$ cat src/hw/rtl/rrfp_pkg.sv
`default_nettype none

package rrfp_pkg;

  // EPC field clamp for inventory notices
  localparam int unsigned EPC_MAX = 32;

  localparam int unsigned CFG_IDX_W  = 3;
  localparam int unsigned CFG_DATA_W = 8;

  localparam logic [CFG_IDX_W-1:0] REG_HEADER    = 3'd0;
  localparam logic [CFG_IDX_W-1:0] REG_END       = 3'd1;
  localparam logic [CFG_IDX_W-1:0] REG_NOTICE    = 3'd2;
  localparam logic [CFG_IDX_W-1:0] REG_INV_CMD   = 3'd3;
  localparam logic [CFG_IDX_W-1:0] REG_ERROR_CMD = 3'd4;

  localparam logic [7:0] HEADER_RESET    = 8'hBB;
  localparam logic [7:0] END_RESET       = 8'h7E;
  localparam logic [7:0] NOTICE_RESET    = 8'h02;
  localparam logic [7:0] INV_CMD_RESET   = 8'h22;
  localparam logic [7:0] ERROR_CMD_RESET = 8'hFF;

  // smallest parameter list that carries a tag layout
  localparam logic [15:0] NOTICE_MIN_LEN = 16'd5;

  localparam logic KIND_PAYLOAD = 1'b0;
  localparam logic KIND_STATUS  = 1'b1;

  localparam logic [2:0] ROLE_PLAIN    = 3'd0;
  localparam logic [2:0] ROLE_RSSI     = 3'd1;
  localparam logic [2:0] ROLE_PC       = 3'd2;
  localparam logic [2:0] ROLE_EPC      = 3'd3;
  localparam logic [2:0] ROLE_CRC      = 3'd4;
  localparam logic [2:0] ROLE_EPC_OVER = 3'd5;

  localparam logic [2:0] ST_OK        = 3'd0;
  localparam logic [2:0] ST_STRAY     = 3'd1;
  localparam logic [2:0] ST_BAD_FRAME = 3'd2;
  localparam logic [2:0] ST_CHECKSUM  = 3'd3;
  localparam logic [2:0] ST_MOD_ERROR = 3'd4;

  typedef struct packed {
    logic [7:0] header_value;
    logic [7:0] end_value;
    logic [7:0] notice_type_value;
    logic [7:0] inventory_command_value;
    logic [7:0] error_command_value;
  } rrfp_cfg_t;

  typedef struct packed {
    logic        item_kind;
    logic [7:0]  data_value;
    logic [7:0]  byte_index;
    logic [2:0]  tag_role;
    logic [2:0]  frame_status;
    logic [7:0]  frame_type;
    logic [7:0]  frame_command;
    logic [15:0] param_length;
    logic [7:0]  module_error_code;
    logic        is_tag_notice;
    logic [5:0]  epc_length;
  } rrfp_result_t;

endpackage

`default_nettype wire

$ cat src/hw/rtl/rrfp_cfg_regs.sv
`default_nettype none

module rrfp_cfg_regs (
  input  wire logic                              clk_i,
  input  wire logic                              rst_ni,
  input  wire logic                              cfg_we_i,
  input  wire logic [rrfp_pkg::CFG_IDX_W-1:0]    cfg_index_i,
  input  wire logic [rrfp_pkg::CFG_DATA_W-1:0]   cfg_wdata_i,
  output rrfp_pkg::rrfp_cfg_t                    cfg_o
);
  import rrfp_pkg::*;

  rrfp_cfg_t cfg_q, cfg_d;

  // unknown indexes drop the write
  always_comb begin
    cfg_d = cfg_q;
    if (cfg_we_i) begin
      unique case (cfg_index_i)
        REG_HEADER:    cfg_d.header_value            = cfg_wdata_i;
        REG_END:       cfg_d.end_value               = cfg_wdata_i;
        REG_NOTICE:    cfg_d.notice_type_value       = cfg_wdata_i;
        REG_INV_CMD:   cfg_d.inventory_command_value = cfg_wdata_i;
        REG_ERROR_CMD: cfg_d.error_command_value     = cfg_wdata_i;
        default:       cfg_d = cfg_q;
      endcase
    end
  end

  always_ff @(posedge clk_i or negedge rst_ni) begin
    if (!rst_ni) begin
      cfg_q.header_value            <= HEADER_RESET;
      cfg_q.end_value               <= END_RESET;
      cfg_q.notice_type_value       <= NOTICE_RESET;
      cfg_q.inventory_command_value <= INV_CMD_RESET;
      cfg_q.error_command_value     <= ERROR_CMD_RESET;
    end else begin
      cfg_q <= cfg_d;
    end
  end

  assign cfg_o = cfg_q;

endmodule

`default_nettype wire

$ cat src/hw/rtl/rrfp_parser.sv
`default_nettype none

module rrfp_parser #(
  parameter int unsigned MAX_PARAMS = 256
) (
  input  wire logic                   clk_i,
  input  wire logic                   rst_ni,
  input  wire logic                   acc_i,
  input  wire logic [7:0]             rx_byte_i,
  input  wire rrfp_pkg::rrfp_cfg_t    cfg_i,
  output logic                        res_valid_o,
  output rrfp_pkg::rrfp_result_t      res_o
);
  import rrfp_pkg::*;

  localparam int unsigned CNT_W = $clog2(MAX_PARAMS + 1);
  localparam logic [16:0] MAX_LEN = 17'(MAX_PARAMS);

  localparam logic [2:0] PH_HUNT  = 3'd0;
  localparam logic [2:0] PH_TYPE  = 3'd1;
  localparam logic [2:0] PH_CMD   = 3'd2;
  localparam logic [2:0] PH_LENHI = 3'd3;
  localparam logic [2:0] PH_LENLO = 3'd4;
  localparam logic [2:0] PH_PARAM = 3'd5;
  localparam logic [2:0] PH_CKSUM = 3'd6;
  localparam logic [2:0] PH_END   = 3'd7;

  logic [2:0]       phase_q, phase_d;
  logic [7:0]       type_q, type_d;
  logic [7:0]       cmd_q, cmd_d;
  logic [15:0]      len_q, len_d;
  logic [CNT_W-1:0] cnt_q, cnt_d;
  logic [7:0]       sum_q, sum_d;
  logic [7:0]       rsum_q, rsum_d;
  logic [7:0]       first_q, first_d;

  logic         notice;
  logic [15:0]  epc_raw;
  logic [5:0]   epc_len;
  logic [15:0]  cnt16;
  logic [15:0]  cnt_inc;
  logic [2:0]   role;
  logic [15:0]  len_lo;

  assign notice = (type_q == cfg_i.notice_type_value) &&
                  (cmd_q == cfg_i.inventory_command_value) &&
                  (len_q >= NOTICE_MIN_LEN);
  assign epc_raw = len_q - NOTICE_MIN_LEN;
  assign epc_len = (epc_raw > 16'(EPC_MAX)) ? 6'(EPC_MAX) : epc_raw[5:0];
  assign cnt16   = 16'(cnt_q);
  assign cnt_inc = cnt16 + 16'd1;
  assign len_lo  = {len_q[15:8], rx_byte_i};

  // role of the current parameter byte in a tag notice
  always_comb begin
    priority if (!notice) begin
      role = ROLE_PLAIN;
    end else if (cnt16 == 16'd0) begin
      role = ROLE_RSSI;
    end else if (cnt16 <= 16'd2) begin
      role = ROLE_PC;
    end else if ((17'(cnt16) + 17'd2) >= 17'(len_q)) begin
      role = ROLE_CRC;
    end else if ((cnt16 - 16'd3) < 16'(EPC_MAX)) begin
      role = ROLE_EPC;
    end else begin
      role = ROLE_EPC_OVER;
    end
  end

  always_comb begin
    phase_d     = phase_q;
    type_d      = type_q;
    cmd_d       = cmd_q;
    len_d       = len_q;
    cnt_d       = cnt_q;
    sum_d       = sum_q;
    rsum_d      = rsum_q;
    first_d     = first_q;
    res_valid_o = 1'b0;
    res_o       = '0;
    unique case (phase_q)
      PH_HUNT: begin
        if (rx_byte_i == cfg_i.header_value) begin
          phase_d = PH_TYPE;
        end else begin
          res_valid_o        = 1'b1;
          res_o.item_kind    = KIND_STATUS;
          res_o.frame_status = ST_STRAY;
        end
      end
      PH_TYPE: begin
        type_d  = rx_byte_i;
        sum_d   = rx_byte_i;
        phase_d = PH_CMD;
      end
      PH_CMD: begin
        cmd_d   = rx_byte_i;
        sum_d   = sum_q + rx_byte_i;
        phase_d = PH_LENHI;
      end
      PH_LENHI: begin
        len_d   = {rx_byte_i, 8'h00};
        sum_d   = sum_q + rx_byte_i;
        phase_d = PH_LENLO;
      end
      PH_LENLO: begin
        len_d   = len_lo;
        sum_d   = sum_q + rx_byte_i;
        cnt_d   = '0;
        first_d = '0;
        if (17'(len_lo) > MAX_LEN) begin
          phase_d             = PH_HUNT;
          res_valid_o         = 1'b1;
          res_o.item_kind     = KIND_STATUS;
          res_o.frame_status  = ST_BAD_FRAME;
          res_o.frame_type    = type_q;
          res_o.frame_command = cmd_q;
          res_o.param_length  = len_lo;
        end else if (len_lo == 16'd0) begin
          phase_d = PH_CKSUM;
        end else begin
          phase_d = PH_PARAM;
        end
      end
      PH_PARAM: begin
        res_valid_o         = 1'b1;
        res_o.item_kind     = KIND_PAYLOAD;
        res_o.data_value    = rx_byte_i;
        res_o.byte_index    = cnt16[7:0];
        res_o.tag_role      = role;
        res_o.frame_type    = type_q;
        res_o.frame_command = cmd_q;
        res_o.param_length  = len_q;
        res_o.is_tag_notice = notice;
        res_o.epc_length    = notice ? epc_len : 6'd0;
        if (cnt_q == '0) begin
          first_d = rx_byte_i;
        end
        sum_d = sum_q + rx_byte_i;
        cnt_d = cnt_inc[CNT_W-1:0];
        if (cnt_inc >= len_q) begin
          phase_d = PH_CKSUM;
        end
      end
      PH_CKSUM: begin
        rsum_d  = rx_byte_i;
        phase_d = PH_END;
      end
      PH_END: begin
        phase_d             = PH_HUNT;
        res_valid_o         = 1'b1;
        res_o.item_kind     = KIND_STATUS;
        res_o.frame_type    = type_q;
        res_o.frame_command = cmd_q;
        res_o.param_length  = len_q;
        priority if (rx_byte_i != cfg_i.end_value) begin
          res_o.frame_status = ST_BAD_FRAME;
        end else if (sum_q != rsum_q) begin
          res_o.frame_status = ST_CHECKSUM;
        end else if ((cmd_q == cfg_i.error_command_value) && (len_q != 16'd0)) begin
          res_o.frame_status      = ST_MOD_ERROR;
          res_o.module_error_code = first_q;
        end else begin
          res_o.frame_status  = ST_OK;
          res_o.is_tag_notice = notice;
          res_o.epc_length    = notice ? epc_len : 6'd0;
        end
      end
    endcase
  end

  always_ff @(posedge clk_i or negedge rst_ni) begin
    if (!rst_ni) begin
      phase_q <= PH_HUNT;
      type_q  <= '0;
      cmd_q   <= '0;
      len_q   <= '0;
      cnt_q   <= '0;
      sum_q   <= '0;
      rsum_q  <= '0;
      first_q <= '0;
    end else if (acc_i) begin
      phase_q <= phase_d;
      type_q  <= type_d;
      cmd_q   <= cmd_d;
      len_q   <= len_d;
      cnt_q   <= cnt_d;
      sum_q   <= sum_d;
      rsum_q  <= rsum_d;
      first_q <= first_d;
    end
  end

`ifndef ASSERT_OFF
  a_param_gives_payload: assert property (@(posedge clk_i) disable iff (!rst_ni)
    (acc_i && (phase_q == PH_PARAM)) |-> (res_valid_o && (res_o.item_kind == KIND_PAYLOAD)))
    else $error("parameter byte produced no payload item");
  a_count_below_length: assert property (@(posedge clk_i) disable iff (!rst_ni)
    (phase_q == PH_PARAM) |-> (16'(cnt_q) < len_q))
    else $error("parameter count reached the length while still in parameters");
  a_status_back_to_hunt: assert property (@(posedge clk_i) disable iff (!rst_ni)
    (acc_i && res_valid_o && (res_o.item_kind == KIND_STATUS)) |=> (phase_q == PH_HUNT))
    else $error("status item not followed by header hunt");
`endif

endmodule

`default_nettype wire

$ cat src/hw/rtl/rrfp_out_buf.sv
`default_nettype none

module rrfp_out_buf (
  input  wire logic                    clk_i,
  input  wire logic                    rst_ni,
  input  wire logic                    res_valid_i,
  input  wire rrfp_pkg::rrfp_result_t  res_i,
  output logic                         full_o,
  output logic                         out_valid_o,
  input  wire logic                    out_stall_i,
  output rrfp_pkg::rrfp_result_t       out_o
);
  import rrfp_pkg::*;

  logic         out_valid_q, out_valid_d;
  logic         skid_valid_q, skid_valid_d;
  rrfp_result_t out_q, out_d;
  rrfp_result_t skid_q, skid_d;
  logic         take;

  assign take = out_valid_q && !out_stall_i;

  always_comb begin
    out_valid_d  = out_valid_q;
    skid_valid_d = skid_valid_q;
    out_d        = out_q;
    skid_d       = skid_q;
    if (take || !out_valid_q) begin
      if (skid_valid_q) begin
        out_valid_d  = 1'b1;
        out_d        = skid_q;
        skid_valid_d = res_valid_i;
        skid_d       = res_i;
      end else begin
        out_valid_d = res_valid_i;
        out_d       = res_i;
      end
    end else if (res_valid_i) begin
      // hold the output, park the new item
      skid_valid_d = 1'b1;
      skid_d       = res_i;
    end
  end

  always_ff @(posedge clk_i or negedge rst_ni) begin
    if (!rst_ni) begin
      out_valid_q  <= 1'b0;
      skid_valid_q <= 1'b0;
    end else begin
      out_valid_q  <= out_valid_d;
      skid_valid_q <= skid_valid_d;
    end
  end

  always_ff @(posedge clk_i) begin
    out_q  <= out_d;
    skid_q <= skid_d;
  end

  assign full_o      = skid_valid_q;
  assign out_valid_o = out_valid_q;
  assign out_o       = out_q;

`ifndef ASSERT_OFF
  a_skid_behind_out: assert property (@(posedge clk_i) disable iff (!rst_ni)
    skid_valid_q |-> out_valid_q)
    else $error("skid holds an item while the output is empty");
  a_no_overflow: assert property (@(posedge clk_i) disable iff (!rst_ni)
    (skid_valid_q && res_valid_i) |-> take)
    else $error("item arrived with both stages full");
`endif

endmodule

`default_nettype wire

$ cat src/hw/rtl/reader_reply_frame_parser.sv
`default_nettype none

// Reply-frame deframer for a serial reader link.
// Input channel: one received byte per item on rx_byte_i, in_valid_i/in_stall_o.
// Output channel: result items on the *_o field ports, out_valid_o/out_stall_i.
// An item moves at a clock edge where valid is high and stall is low.
// Each accepted byte updates the registered frame state; a byte that yields
// a result (parameter byte, stray byte, end of frame, over-long length) has it
// registered into the output register, or into the skid stage while the
// output is held. Header, type, command, length and checksum bytes yield
// nothing. Throughput: one byte per cycle while in_stall_o is low.
// Stalls: a two-entry output buffer (output register plus skid) lets a byte
// be taken while a result waits; in_stall_o rises once the skid stage holds
// an item and falls once the output item is taken and the skid item moves up.
// Configuration: write cfg_wdata_i to register cfg_index_i with cfg_we_i,
// only while the block is idle; unknown indexes are dropped.
// Reset: the parser hunts for the header, registers take their defaults,
// and the output is empty.
module reader_reply_frame_parser #(
  parameter int unsigned MAX_PARAMS = 256
) (
  input  wire logic                            clk_i,
  input  wire logic                            rst_ni,
  input  wire logic                            cfg_we_i,
  input  wire logic [rrfp_pkg::CFG_IDX_W-1:0]  cfg_index_i,
  input  wire logic [rrfp_pkg::CFG_DATA_W-1:0] cfg_wdata_i,
  input  wire logic                            in_valid_i,
  output logic                                 in_stall_o,
  input  wire logic [7:0]                      rx_byte_i,
  output logic                                 out_valid_o,
  input  wire logic                            out_stall_i,
  output logic                                 item_kind_o,
  output logic [7:0]                           data_value_o,
  output logic [7:0]                           byte_index_o,
  output logic [2:0]                           tag_role_o,
  output logic [2:0]                           frame_status_o,
  output logic [7:0]                           frame_type_o,
  output logic [7:0]                           frame_command_o,
  output logic [15:0]                          param_length_o,
  output logic [7:0]                           module_error_code_o,
  output logic                                 is_tag_notice_o,
  output logic [5:0]                           epc_length_o
);
  import rrfp_pkg::*;

  rrfp_cfg_t    cfg;
  rrfp_result_t res;
  rrfp_result_t out_item;
  logic         res_valid;
  logic         acc;
  logic         buf_full;

  // advance the parser only on an accepted byte
  assign acc        = in_valid_i && !in_stall_o;
  assign in_stall_o = buf_full;

  rrfp_cfg_regs u_cfg (
    .clk_i       (clk_i),
    .rst_ni      (rst_ni),
    .cfg_we_i    (cfg_we_i),
    .cfg_index_i (cfg_index_i),
    .cfg_wdata_i (cfg_wdata_i),
    .cfg_o       (cfg)
  );

  rrfp_parser #(
    .MAX_PARAMS (MAX_PARAMS)
  ) u_parser (
    .clk_i       (clk_i),
    .rst_ni      (rst_ni),
    .acc_i       (acc),
    .rx_byte_i   (rx_byte_i),
    .cfg_i       (cfg),
    .res_valid_o (res_valid),
    .res_o       (res)
  );

  // results only count when the byte behind them was taken
  rrfp_out_buf u_out (
    .clk_i       (clk_i),
    .rst_ni      (rst_ni),
    .res_valid_i (res_valid && acc),
    .res_i       (res),
    .full_o      (buf_full),
    .out_valid_o (out_valid_o),
    .out_stall_i (out_stall_i),
    .out_o       (out_item)
  );

  assign item_kind_o         = out_item.item_kind;
  assign data_value_o        = out_item.data_value;
  assign byte_index_o        = out_item.byte_index;
  assign tag_role_o          = out_item.tag_role;
  assign frame_status_o      = out_item.frame_status;
  assign frame_type_o        = out_item.frame_type;
  assign frame_command_o     = out_item.frame_command;
  assign param_length_o      = out_item.param_length;
  assign module_error_code_o = out_item.module_error_code;
  assign is_tag_notice_o     = out_item.is_tag_notice;
  assign epc_length_o        = out_item.epc_length;

endmodule

`default_nettype wire

$ cat config.mk
export PLATFORM = sky130hd
export DESIGN_NAME = reader_reply_frame_parser
export DESIGN_NICKNAME = d
export VERILOG_FILES = /design/src/hw/rtl/rrfp_pkg.sv /design/src/hw/rtl/rrfp_cfg_regs.sv /design/src/hw/rtl/rrfp_parser.sv /design/src/hw/rtl/rrfp_out_buf.sv /design/src/hw/rtl/reader_reply_frame_parser.sv
export SDC_FILE = /design/constraint.sdc
export NUM_CORES = 1
export LEC_CHECK = 0
export BUFFER_PORTS_ARGS = -buffer_cell sky130_fd_sc_hd__buf_2
export CAP_MARGIN = 5
export CORE_ASPECT_RATIO = 1.5
export CORE_UTILIZATION = 45
export CTS_CLUSTER_SIZE = 8
export DETAILED_ROUTE_END_ITERATION = 8
export HOLD_SLACK_MARGIN = 0.05
export SETUP_SLACK_MARGIN = 0.3
export SLEW_MARGIN = 10
export SYNTH_ARGS = -nofsm -noshare
export SYNTH_HDL_FRONTEND = slang
export SYNTH_SLANG_ARGS = --single-unit
$ cat constraint.sdc
create_clock -name clk_i -period 16.5 [get_ports clk_i]
set_input_delay 2.475 -clock clk_i [delete_from_list [all_inputs] [get_ports clk_i]]
set_output_delay 2.475 -clock clk_i [all_outputs]
set_load 0.005 [all_outputs]
==> results.json, run 1 <==
{
  "status": "finished clean",
  "synth_warnings": 0,
  "drt_iter0_markers": 384,
  "reg2regPathDepth": 4,
  "hold_end": "u_parser.first_q[2]",
  "async_flop_share_pct": 44.0,
  "grt_pass1_vias": 7848,
  "clkLatencyLatePin_ns": 0.53,
  "synth.cell_area_um2": 12200,
  "powerDensity_nw_per_um2": 169,
  "synth_area_per_cell_um2": 13.0,
  "nets": 1101,
  "wire_per_inst_um": 20.0,
  "drive_above_1_share_pct": 31.2,
  "clk_pin_slew_ns": 0.05,
  "cts_buffers": 37,
  "avgViaCountPerCell": 5.49,
  "critPathKind": "input port to register",
  "antennaDiodeCount": 0,
  "hold_start": "u_parser.first_q[2]",
  "finalSetupTns_ns": 0,
  "worst_slack_ns": 11.99,
  "syn_nets": 1005,
  "antenna_found_initial": 0,
  "post-place-ws_ns": 11.48,
  "cp_max_fo": 70,
  "cts_resized": 0,
  "hold_depth": 1,
  "setup_viol": 0,
  "antenna_left": 0,
  "fmax_mhz": 222,
  "r2r-end": "u_out.skid_q[49]",
  "ys_types": 68,
  "start_util_pct": 46.0,
  "worstPathRequired_ns": 16.64,
  "grt_max_degree": 75,
  "ys_seq_elements": 250,
  "tightest_slew_ns": 1.14,
  "grt-ovfl-total": 0,
  "cts_buffer_depth": 3,
  "core_area_um2": 26600,
  "mostFrequentLayoutCell": "edfxtp_1",
  "r2r_setup_slack_ns": 13.20,
  "seq_area_frac_synth_pct": 57.1,
  "hold_class": "register to register",
  "syn_to_final_growth_pct": 15.4,
  "synth-edff-count": 140,
  "die_area_um2": 27900,
  "grtUsageTotal_pct": 21.4,
  "arrival_ns": 4.65,
  "via_count": 7721,
  "ys.flop_type": "edfxtp_1",
  "synth_cells": 945,
  "cts_hold_buf": 0,
  "rsz0062_at_grt": "false",
  "num_rows": 73,
  "dp_hpwl_mm": 19.6,
  "drc": 0,
  "post_cts_buffers": 0,
  "gp_congestion": 0.837,
  "cts_max_level": 2,
  "timing.final.crit_share_pct": 27.3,
  "finClkSkew_ns": 0.0192,
  "critPathCaptureType": "register",
  "fp.dieW_um": 137,
  "final_cell_mix": "140 x edfxtp_1, 110 x mux2_2, 94 x buf_2",
  "wirelength_mm": 28.2,
  "ctsRootBufferMaster": "clkbuf_16",
  "cts_sinks": 250,
  "cp-start-kind": "input port",
  "r2r-start": "u_parser.phase_q[2]",
  "fin_cells": 1407,
  "relSlewSlack_pct": 23.9,
  "tritoncts": "done",
  "ir_worst_vdd_uv": 104,
  "fin_crit_ns": 4.51,
  "ios": 96,
  "die_h_um": 204,
  "slew_viol_final": 0,
  "grt_pass1_wl_mm": 44.8,
  "dp.cells": 1339,
  "hold_viol_final": 0,
  "max_cap_viol_count": 0,
  "io_buffers": 95,
  "power_leakage_nw": 6.05,
  "first_pass_iters": 4
}
## metrics by stage
step | area (um^2) | hold slack, ns | power [W] | util (%)
after CTS | 14100 | 0.498 | 0.00241 | 53.1
after global placement | 13000 | 0.481 | 0.00168 | 49.0
final | 14100 | 0.497 | 0.00238 | 53.1
after detailed placement | 13000 | 0.488 | 0.00169 | 49.0
after floorplan | 12200 | 0.472 | 0.00146 | -
after global routing | 14100 | 0.511 | 0.00253 | 53.1
## kinds of logic after synthesis
family,Yosys count,share of synthesized area (%)
simple gates,250,11.5
fa+ha+maj,36,3.74
compound gates,131,7.17
buf+inv,72,2.40
xor+xnor,69,4.94
flops,250,57.1
mux,137,13.1
## synth_stat cells, types with 8 or more instances
cell / number / share of area (%)
a22o_1: 8 / 0.57
o31ai_1: 13 / 0.80
nor3_1: 24 / 0.98
clkbuf_1: 39 / 1.2
nand2_1: 62 / 1.9
ha_1: 35 / 3.6
edfxtp_1: 140 / 34
and2_4: 20 / 1.4
nand3_1: 12 / 0.49
a21oi_1: 21 / 0.86
mux2_4: 20 / 2.5
and2_1: 20 / 1.0
xnor2_1: 27 / 1.9
dfrtp_1: 87 / 18
o21ai_1: 15 / 0.61
mux2_2: 110 / 10
o21ai_0: 26 / 1.1
and3_1: 18 / 0.92
dfstp_2: 23 / 4.9
xor2_1: 42 / 3.0
nor4_1: 12 / 0.61
inv_1: 25 / 0.77
nand4_1: 9 / 0.46
nor2_1: 37 / 1.1
## how the worst max path moves through the flow
| stage | start | endpoint | slack [ns] | depth (start not counted) |
|---|---|---|---|---|
| floorplan | out_stall_i | u_out.skid_q[0] | 6.67 | 2 |
| global placement | rx_byte_i[3] | u_out.skid_q[13] | 11.52 | 7 |
| detailed placement | rx_byte_i[3] | u_out.skid_q[13] | 11.48 | 7 |
| CTS | rx_byte_i[3] | u_out.skid_q[12] | 12.03 | 7 |
| global route | rx_byte_i[3] | u_out.skid_q[58] | 11.86 | 7 |
| finish | rx_byte_i[4] | u_out.skid_q[49] | 11.99 | 7 |
## flip-flops by register name, summed over array words and instances, names as in the netlist, 3 cells and up
register and cells:
u_parser.rsum_q 8, u_parser.cmd_q 8, u_out.out_o 70, u_parser.len_q 16, u_out.skid_q 70, u_parser.sum_q 8
u_cfg.cfg_o 40, u_parser.first_q 8, u_parser.phase_q 3, u_parser.cnt_q 9, u_parser.type_q 8
## area by class of cell
cell class	instances	area (um^2)
Clock inverter	3	45.0
Multi-Input combinational cell	623	4980
Inverter	26	97.6
Timing Repair Buffer	103	538
Fill cell	2296	12500
Tap cell	337	422
Sequential cell	250	6990
Clock buffer	65	1050
## power breakdown
part | internal, W | total, W | switching, W
logic | 0.000316 | 0.000661 | 0.000345
clock network | 0.000433 | 0.000708 | 0.000275
registers | 0.000861 | 0.00101 | 0.000154
## worst max-delay path, stage by stage
cell     delay (ns)
buf_2          0.30
nor4_1         0.16
a21oi_1        0.31
o41ai_1        0.11
a221o_1        0.38
o21ai_4        0.12
buf_4          0.71
## per-layer routing
layer	wire, um	GRT usage (%)
met1	11500	26.0
met2	14600	37.4
met3	1080	3.52
met4	936	8.81
met5	0	0
No activity file was read; power rests on OpenSTA's default activity.
==> run 2, diff against run 1 <==
--- a/config.mk
+++ b/config.mk
@@ -12,6 +12,7 @@
 export CTS_CLUSTER_SIZE = 8
 export DETAILED_ROUTE_END_ITERATION = 8
 export HOLD_SLACK_MARGIN = 0.05
+export PLACE_DENSITY = 0.65
 export SETUP_SLACK_MARGIN = 0.3
 export SLEW_MARGIN = 10
 export SYNTH_ARGS = -nofsm -noshare
==> constraint.sdc (replaced) <==
create_clock -name clk_i -period 3.9 [get_ports clk_i]
set_input_delay 0.585 -clock clk_i [delete_from_list [all_inputs] [get_ports clk_i]]
set_output_delay 0.585 -clock clk_i [all_outputs]
set_load 0.005 [all_outputs]
==> run 2 against run 1 <==
Compared with the run above:
- final cell count rose by 0.43%
- die area did not move
- clock power rose to 4.2 times the previous value
- setup slack got worse by 11 ns
- sequential cell count did not move
- wire length fell by 1.9%
- critical path depth rose by 4
- global-route usage fell by 0.52 points
- count of clock-buffer cells in the layout did not move
- first-iteration DRC count rose by 15%
- clock skew fell by 0.0032 ns
- sequential share of layout area fell by 0.26 points
- critical path type is now register to register
- critical endpoint is now u_out.out_o[52]
==> results.json, run 2 (synthesis results as in run 1) <==
{
  "post-place-ws_ns": 0.924,
  "reg2regPathDepth": 11,
  "timing.final.crit_share_pct": 77.2,
  "setup_viol": 0,
  "met1_usage_pct": 25.4,
  "clkLatencyLatePin_ns": 0.53,
  "first_pass_iters": 5,
  "fin_crit_ns": 3.01,
  "avgViaCountPerCell": 5.53,
  "met3_usage_pct": 3.15,
  "drc": 0,
  "io_buffers": 95,
  "grt-busiest-layer": "met2",
  "max_cap_viol_count": 0,
  "syn_to_final_growth_pct": 16.0,
  "powerDensity_nw_per_um2": 712,
  "cts_buffers": 37,
  "dpl_cell_area_um2": 13100,
  "final_cell_mix": "140 x edfxtp_1, 110 x mux2_2, 94 x buf_2",
  "finalSetupTns_ns": 0,
  "critPathKind": "register to register",
  "mostFrequentLayoutCell": "edfxtp_1",
  "drive_above_1_share_pct": 31.5,
  "cts_resized": 0,
  "antenna_left": 0,
  "hold_class": "input port to async pin",
  "antenna_found_initial": 0,
  "drt_iter0_markers": 441,
  "nets": 1107,
  "fp.dieW_um": 137,
  "slew_viol_final": 0,
  "cts_buffer_depth": 3,
  "worstPathRequired_ns": 4.17,
  "grtUsageTotal_pct": 20.9,
  "rsz0062_at_grt": "false",
  "ir_worst_vdd_uv": 392,
  "clk_pin_slew_ns": 0.05,
  "die_area_um2": 27900,
  "wirelength_mm": 27.6,
  "cts_sinks": 250,
  "dp_hpwl_mm": 19.3,
  "hold_viol_final": 0,
  "start_util_pct": 46.0,
  "tritoncts": "done",
  "status": "finished clean",
  "grt-ovfl-total": 0,
  "gp_congestion": 0.896,
  "arrival_ns": 3.28,
  "tightest_slew_ns": 1.07,
  "num_rows": 73,
  "power_leakage_nw": 6.09,
  "cp_max_fo": 7,
  "grt_pass1_wl_mm": 44.0,
  "ctsRootBufferMaster": "clkbuf_16",
  "core_area_um2": 26600,
  "post_cts_buffers": 0,
  "antennaDiodeCount": 0,
  "relSlewSlack_pct": 27.9,
  "met2_usage_pct": 36.3,
  "grt_max_degree": 62,
  "cp-start-kind": "register",
  "finClkSkew_ns": 0.0160,
  "critPathCaptureType": "register",
  "wire_per_inst_um": 19.6,
  "worst_slack_ns": 0.889,
  "fin_area_um2": 14200,
  "cts_max_level": 2,
  "cts_hold_buf": 0,
  "fmax_mhz": 332,
  "grt_pass1_vias": 7920,
  "die_h_um": 204,
  "via_count": 7819,
  "ios": 96
}
[run 2: worst paths after layout]
check,slack [ns],endpoint,from
worst max-delay path,0.89,u_out.out_o[52],u_parser.cnt_q[1]
worst min-delay path,0.14,u_cfg.cfg_o[11],rst_ni
worst max register to register,0.89,u_out.out_o[52],u_parser.cnt_q[1]
worst min register to register,0.50,u_parser.first_q[1],u_parser.first_q[1]
max in group asynchronous,2.93,u_cfg.cfg_o[35],rst_ni
min in group clk_i,0.39,u_cfg.cfg_o[30],cfg_wdata_i[6]
[run 2: per-stage QoR]
stage          instances  hold WS [ns]  power [W]  utilization (%)
6_report            1413         0.139     0.0101             53.4
5_1_grt             1413         0.212     0.0107             53.4
4_1_cts             1413         0.159     0.0102             53.4
3_5_place_dp        1345         0.490    0.00719             49.3
3_3_place_gp        1345         0.485    0.00712             49.3
2_1_floorplan        945         0.289    0.00617                -
[run 2: report_power, final]
part | total [W] | internal (W) | switching, W
combinational | 0.00289 | 0.00137 | 0.00152
sequential | 0.00424 | 0.00364 | 0.000599
clock | 0.00298 | 0.00183 | 0.00115
total | 0.0101 | 0.00684 | 0.00327
[run 2: critical path, stage by stage (launching register included)]
cell and delay, ns:
dfrtp_1 0.45, ha_1 0.28, and3_1 0.23, and3_1 0.23, xor2_1 0.15, ha_1 0.27
and2_1 0.14, a221oi_1 0.28, o21ai_0 0.14, a21oi_1 0.19, a21boi_1 0.15, a31o_2 0.26
[run 2: layout make-up]
| type | instances | area (um^2) |
|---|---|---|
| fill | 2260 | 12400 |
| tap | 337 | 422 |
| clock buffer | 65 | 1050 |
| clock inverter | 3 | 45.0 |
| timing repair buffer | 109 | 621 |
| multi-input combinational | 623 | 4980 |
| sequential | 250 | 6990 |
| inverter | 26 | 97.6 |
[run 2: layer usage]
metal | vias to the layer above | part of all wire [%]
met5 | - | 0
met4 | 0 | 3.8
met3 | 65 | 4.1
met2 | 228 | 52
met1 | 3838 | 40
li1 | 3688 | -
==> run 3, diff against run 2 <==
--- a/config.mk
+++ b/config.mk
@@ -12,7 +12,6 @@
 export CTS_CLUSTER_SIZE = 8
 export DETAILED_ROUTE_END_ITERATION = 8
 export HOLD_SLACK_MARGIN = 0.05
-export PLACE_DENSITY = 0.65
 export SETUP_SLACK_MARGIN = 0.3
 export SLEW_MARGIN = 10
 export SYNTH_ARGS = -nofsm -noshare
==> constraint.sdc (replaced) <==
create_clock -name clk_i -period 3 [get_ports clk_i]
set_input_delay 0.45 -clock clk_i [delete_from_list [all_inputs] [get_ports clk_i]]
set_output_delay 0.45 -clock clk_i [all_outputs]
set_load 0.005 [all_outputs]
==> run 3 against run 2 <==
Compared with the run above:
- clock skew increased by 0.0058 ns
- first-iteration DRC count decreased by 14%
- core utilization increased by 1.1 points
- sequential share of layout area decreased by 0.96 points
- design area increased by 2.0%
- hold slack improved by 0.093 ns
- power increased by 31%
- highest routed layer unchanged
==> results.json, run 3 (synthesis results as in run 1) <==
{
  "status": "finished clean",
  "num_rows": 73,
  "cts_max_level": 2,
  "crit_top_cell": "and3_4",
  "multi_input_area_um2": 5060,
  "die_area_um2": 27900,
  "seqCellArea_um2": 6990,
  "tightest_slew_ns": 0.772,
  "wirelength_mm": 28.1,
  "fmax_mhz": 380,
  "relSlewSlack_pct": 48.3,
  "cts_buffers": 37,
  "drc": 0,
  "slowest_stage": "dfrtp_1",
  "die_h_um": 204,
  "mostFrequentLayoutCell": "edfxtp_1",
  "hold_class": "input port to register",
  "via_count": 7837,
  "hold_depth": 2,
  "timing.critical_path.buf_inv": 0,
  "cts_sinks": 250,
  "finClkSkew_ns": 0.0219,
  "timing.final.crit_share_pct": 87.7,
  "io_buffers": 95,
  "critPathKind": "register to register",
  "first_pass_iters": 5,
  "path_delay_family": "compound AO/OA/AOI/OAI gates",
  "antenna_found_initial": 0,
  "slowest_delay_ns": 0.41,
  "cp_max_fo": 4,
  "fin_crit_ns": 2.63,
  "powerDensity_nw_per_um2": 915,
  "path_cells": "ha_4, and3_4, and3_4, xor2_1, ha_1, and2_4, a221oi_2, o21ai_1, a21oi_2, a21boi_2, a31o_2",
  "core_area_um2": 26600,
  "grtUsageTotal_pct": 21.1,
  "arrival_ns": 2.90,
  "slew_viol_final": 0,
  "ir_worst_vdd_uv": 631,
  "gp_congestion": 0.917,
  "setup_viol": 0,
  "grt_pass1_vias": 7776,
  "fp.dieW_um": 137,
  "wire_per_inst_um": 19.5,
  "grt_max_degree": 70,
  "worstPathRequired_ns": 3.27,
  "ctsRootBufferMaster": "clkbuf_16",
  "cp-start-kind": "register",
  "hold-worst-slack_ns": 0.231,
  "hold_viol_final": 0,
  "clkLatencyLatePin_ns": 0.53,
  "cts_buffer_depth": 3,
  "grt_pass1_wl_mm": 44.2,
  "dp_hpwl_mm": 19.6,
  "r2r-start": "u_parser.cnt_q[2]",
  "hold_start": "cfg_wdata_i[5]",
  "reg2regPathDepth": 11,
  "final_cell_mix": "140 x edfxtp_1, 110 x mux2_2, 94 x buf_2",
  "n_fill_cell": 2276,
  "r2r-end": "u_out.out_o[52]",
  "hold_end": "u_cfg.cfg_o[29]",
  "tritoncts": "done",
  "r2r_setup_slack_ns": 0.37,
  "power_leakage_nw": 6.23,
  "worst_slack_ns": 0.370,
  "antenna_left": 0,
  "rsz0062_at_grt": "true",
  "post-place-ws_ns": 0.199,
  "drt_iter0_markers": 379,
  "grt-ovfl-total": 0,
  "nets": 1133,
  "critPathCaptureType": "register",
  "antennaDiodeCount": 0,
  "ios": 96,
  "start_util_pct": 46.0,
  "max_cap_viol_count": 0,
  "syn_to_final_growth_pct": 18.4,
  "drive_above_1_share_pct": 34.6,
  "avgViaCountPerCell": 5.45,
  "clk_pin_slew_ns": 0.05
}
## run 3: routing by layer
metal	vias up	part of all wire (%)	GRT usage, %
met3	61	4.0	3.99
met1	3870	41	25.9
met5	-	0	0
li1	3732	-	-
met2	174	51	35.8
met4	0	3.5	8.85
## run 3: how the worst max path moves through the flow
| stage | depth (start not counted) | startpoint | slack (ns) | to |
|---|---|---|---|---|
| detailed placement | 11 | u_parser.cnt_q[2] | 0.20 | u_out.out_o[52] |
| CTS | 11 | u_parser.cnt_q[2] | 0.32 | u_out.out_o[52] |
| global route | 11 | u_parser.cnt_q[2] | 0.26 | u_out.out_o[52] |
| floorplan | 6 | rx_byte_i[2] | -0.009 | u_out.skid_q[0] |
| finish | 11 | u_parser.cnt_q[2] | 0.37 | u_out.out_o[52] |
| global placement | 11 | u_parser.cnt_q[1] | 0.23 | u_out.out_o[52] |
## run 3: per-stage QoR
stage	TNS [ns]	util, %	cells	power (W)	instance area (um^2)
2_1_floorplan	-0.613	-	945	0.00804	12400
4_1_cts	0	54.2	1438	0.0134	14400
5_1_grt	0	54.5	1439	0.0140	14500
6_report	0	54.5	1439	0.0133	14500
3_3_place_gp	0	50.0	1369	0.00933	13300
3_5_place_dp	0	50.0	1369	0.00942	13300
## run 3: cell type report
cell class                      instances  share of cell area (%)
Sequential cell                       250                    48.2
Multi-Input combinational cell        623                    34.9
Clock buffer                           65                    7.26
Timing Repair Buffer                  135                    5.70
Tap cell                              337                    2.91
Inverter                               26                   0.674
Clock inverter                          3                   0.311
## run 3: timing repair
item,4_1_cts,5_1_grt
resized for setup,4,16
pin swaps,1,8
hold buffers,1,0
hold endpoints to repair,41,0
endpoints found under the setup margin,4,10
setup buffers,0,1
## run 3: power by group
| group | switching [W] | internal [W] | total, W |
|---|---|---|---|
| Combinational | 0.00211 | 0.00186 | 0.00397 |
| Sequential | 0.000689 | 0.00473 | 0.00542 |
| Clock | 0.00149 | 0.00238 | 0.00387 |
| Total | 0.00429 | 0.00897 | 0.0133 |
## run 3: worst register-to-register path, stage by stage (launching register included)
cell and delay [ns]:
dfrtp_1 0.41, ha_4 0.19, and3_4 0.19, and3_4 0.19
xor2_1 0.16, ha_1 0.27, and2_4 0.14, a221oi_2 0.21
o21ai_1 0.12, a21oi_2 0.16, a21boi_2 0.10, a31o_2 0.25
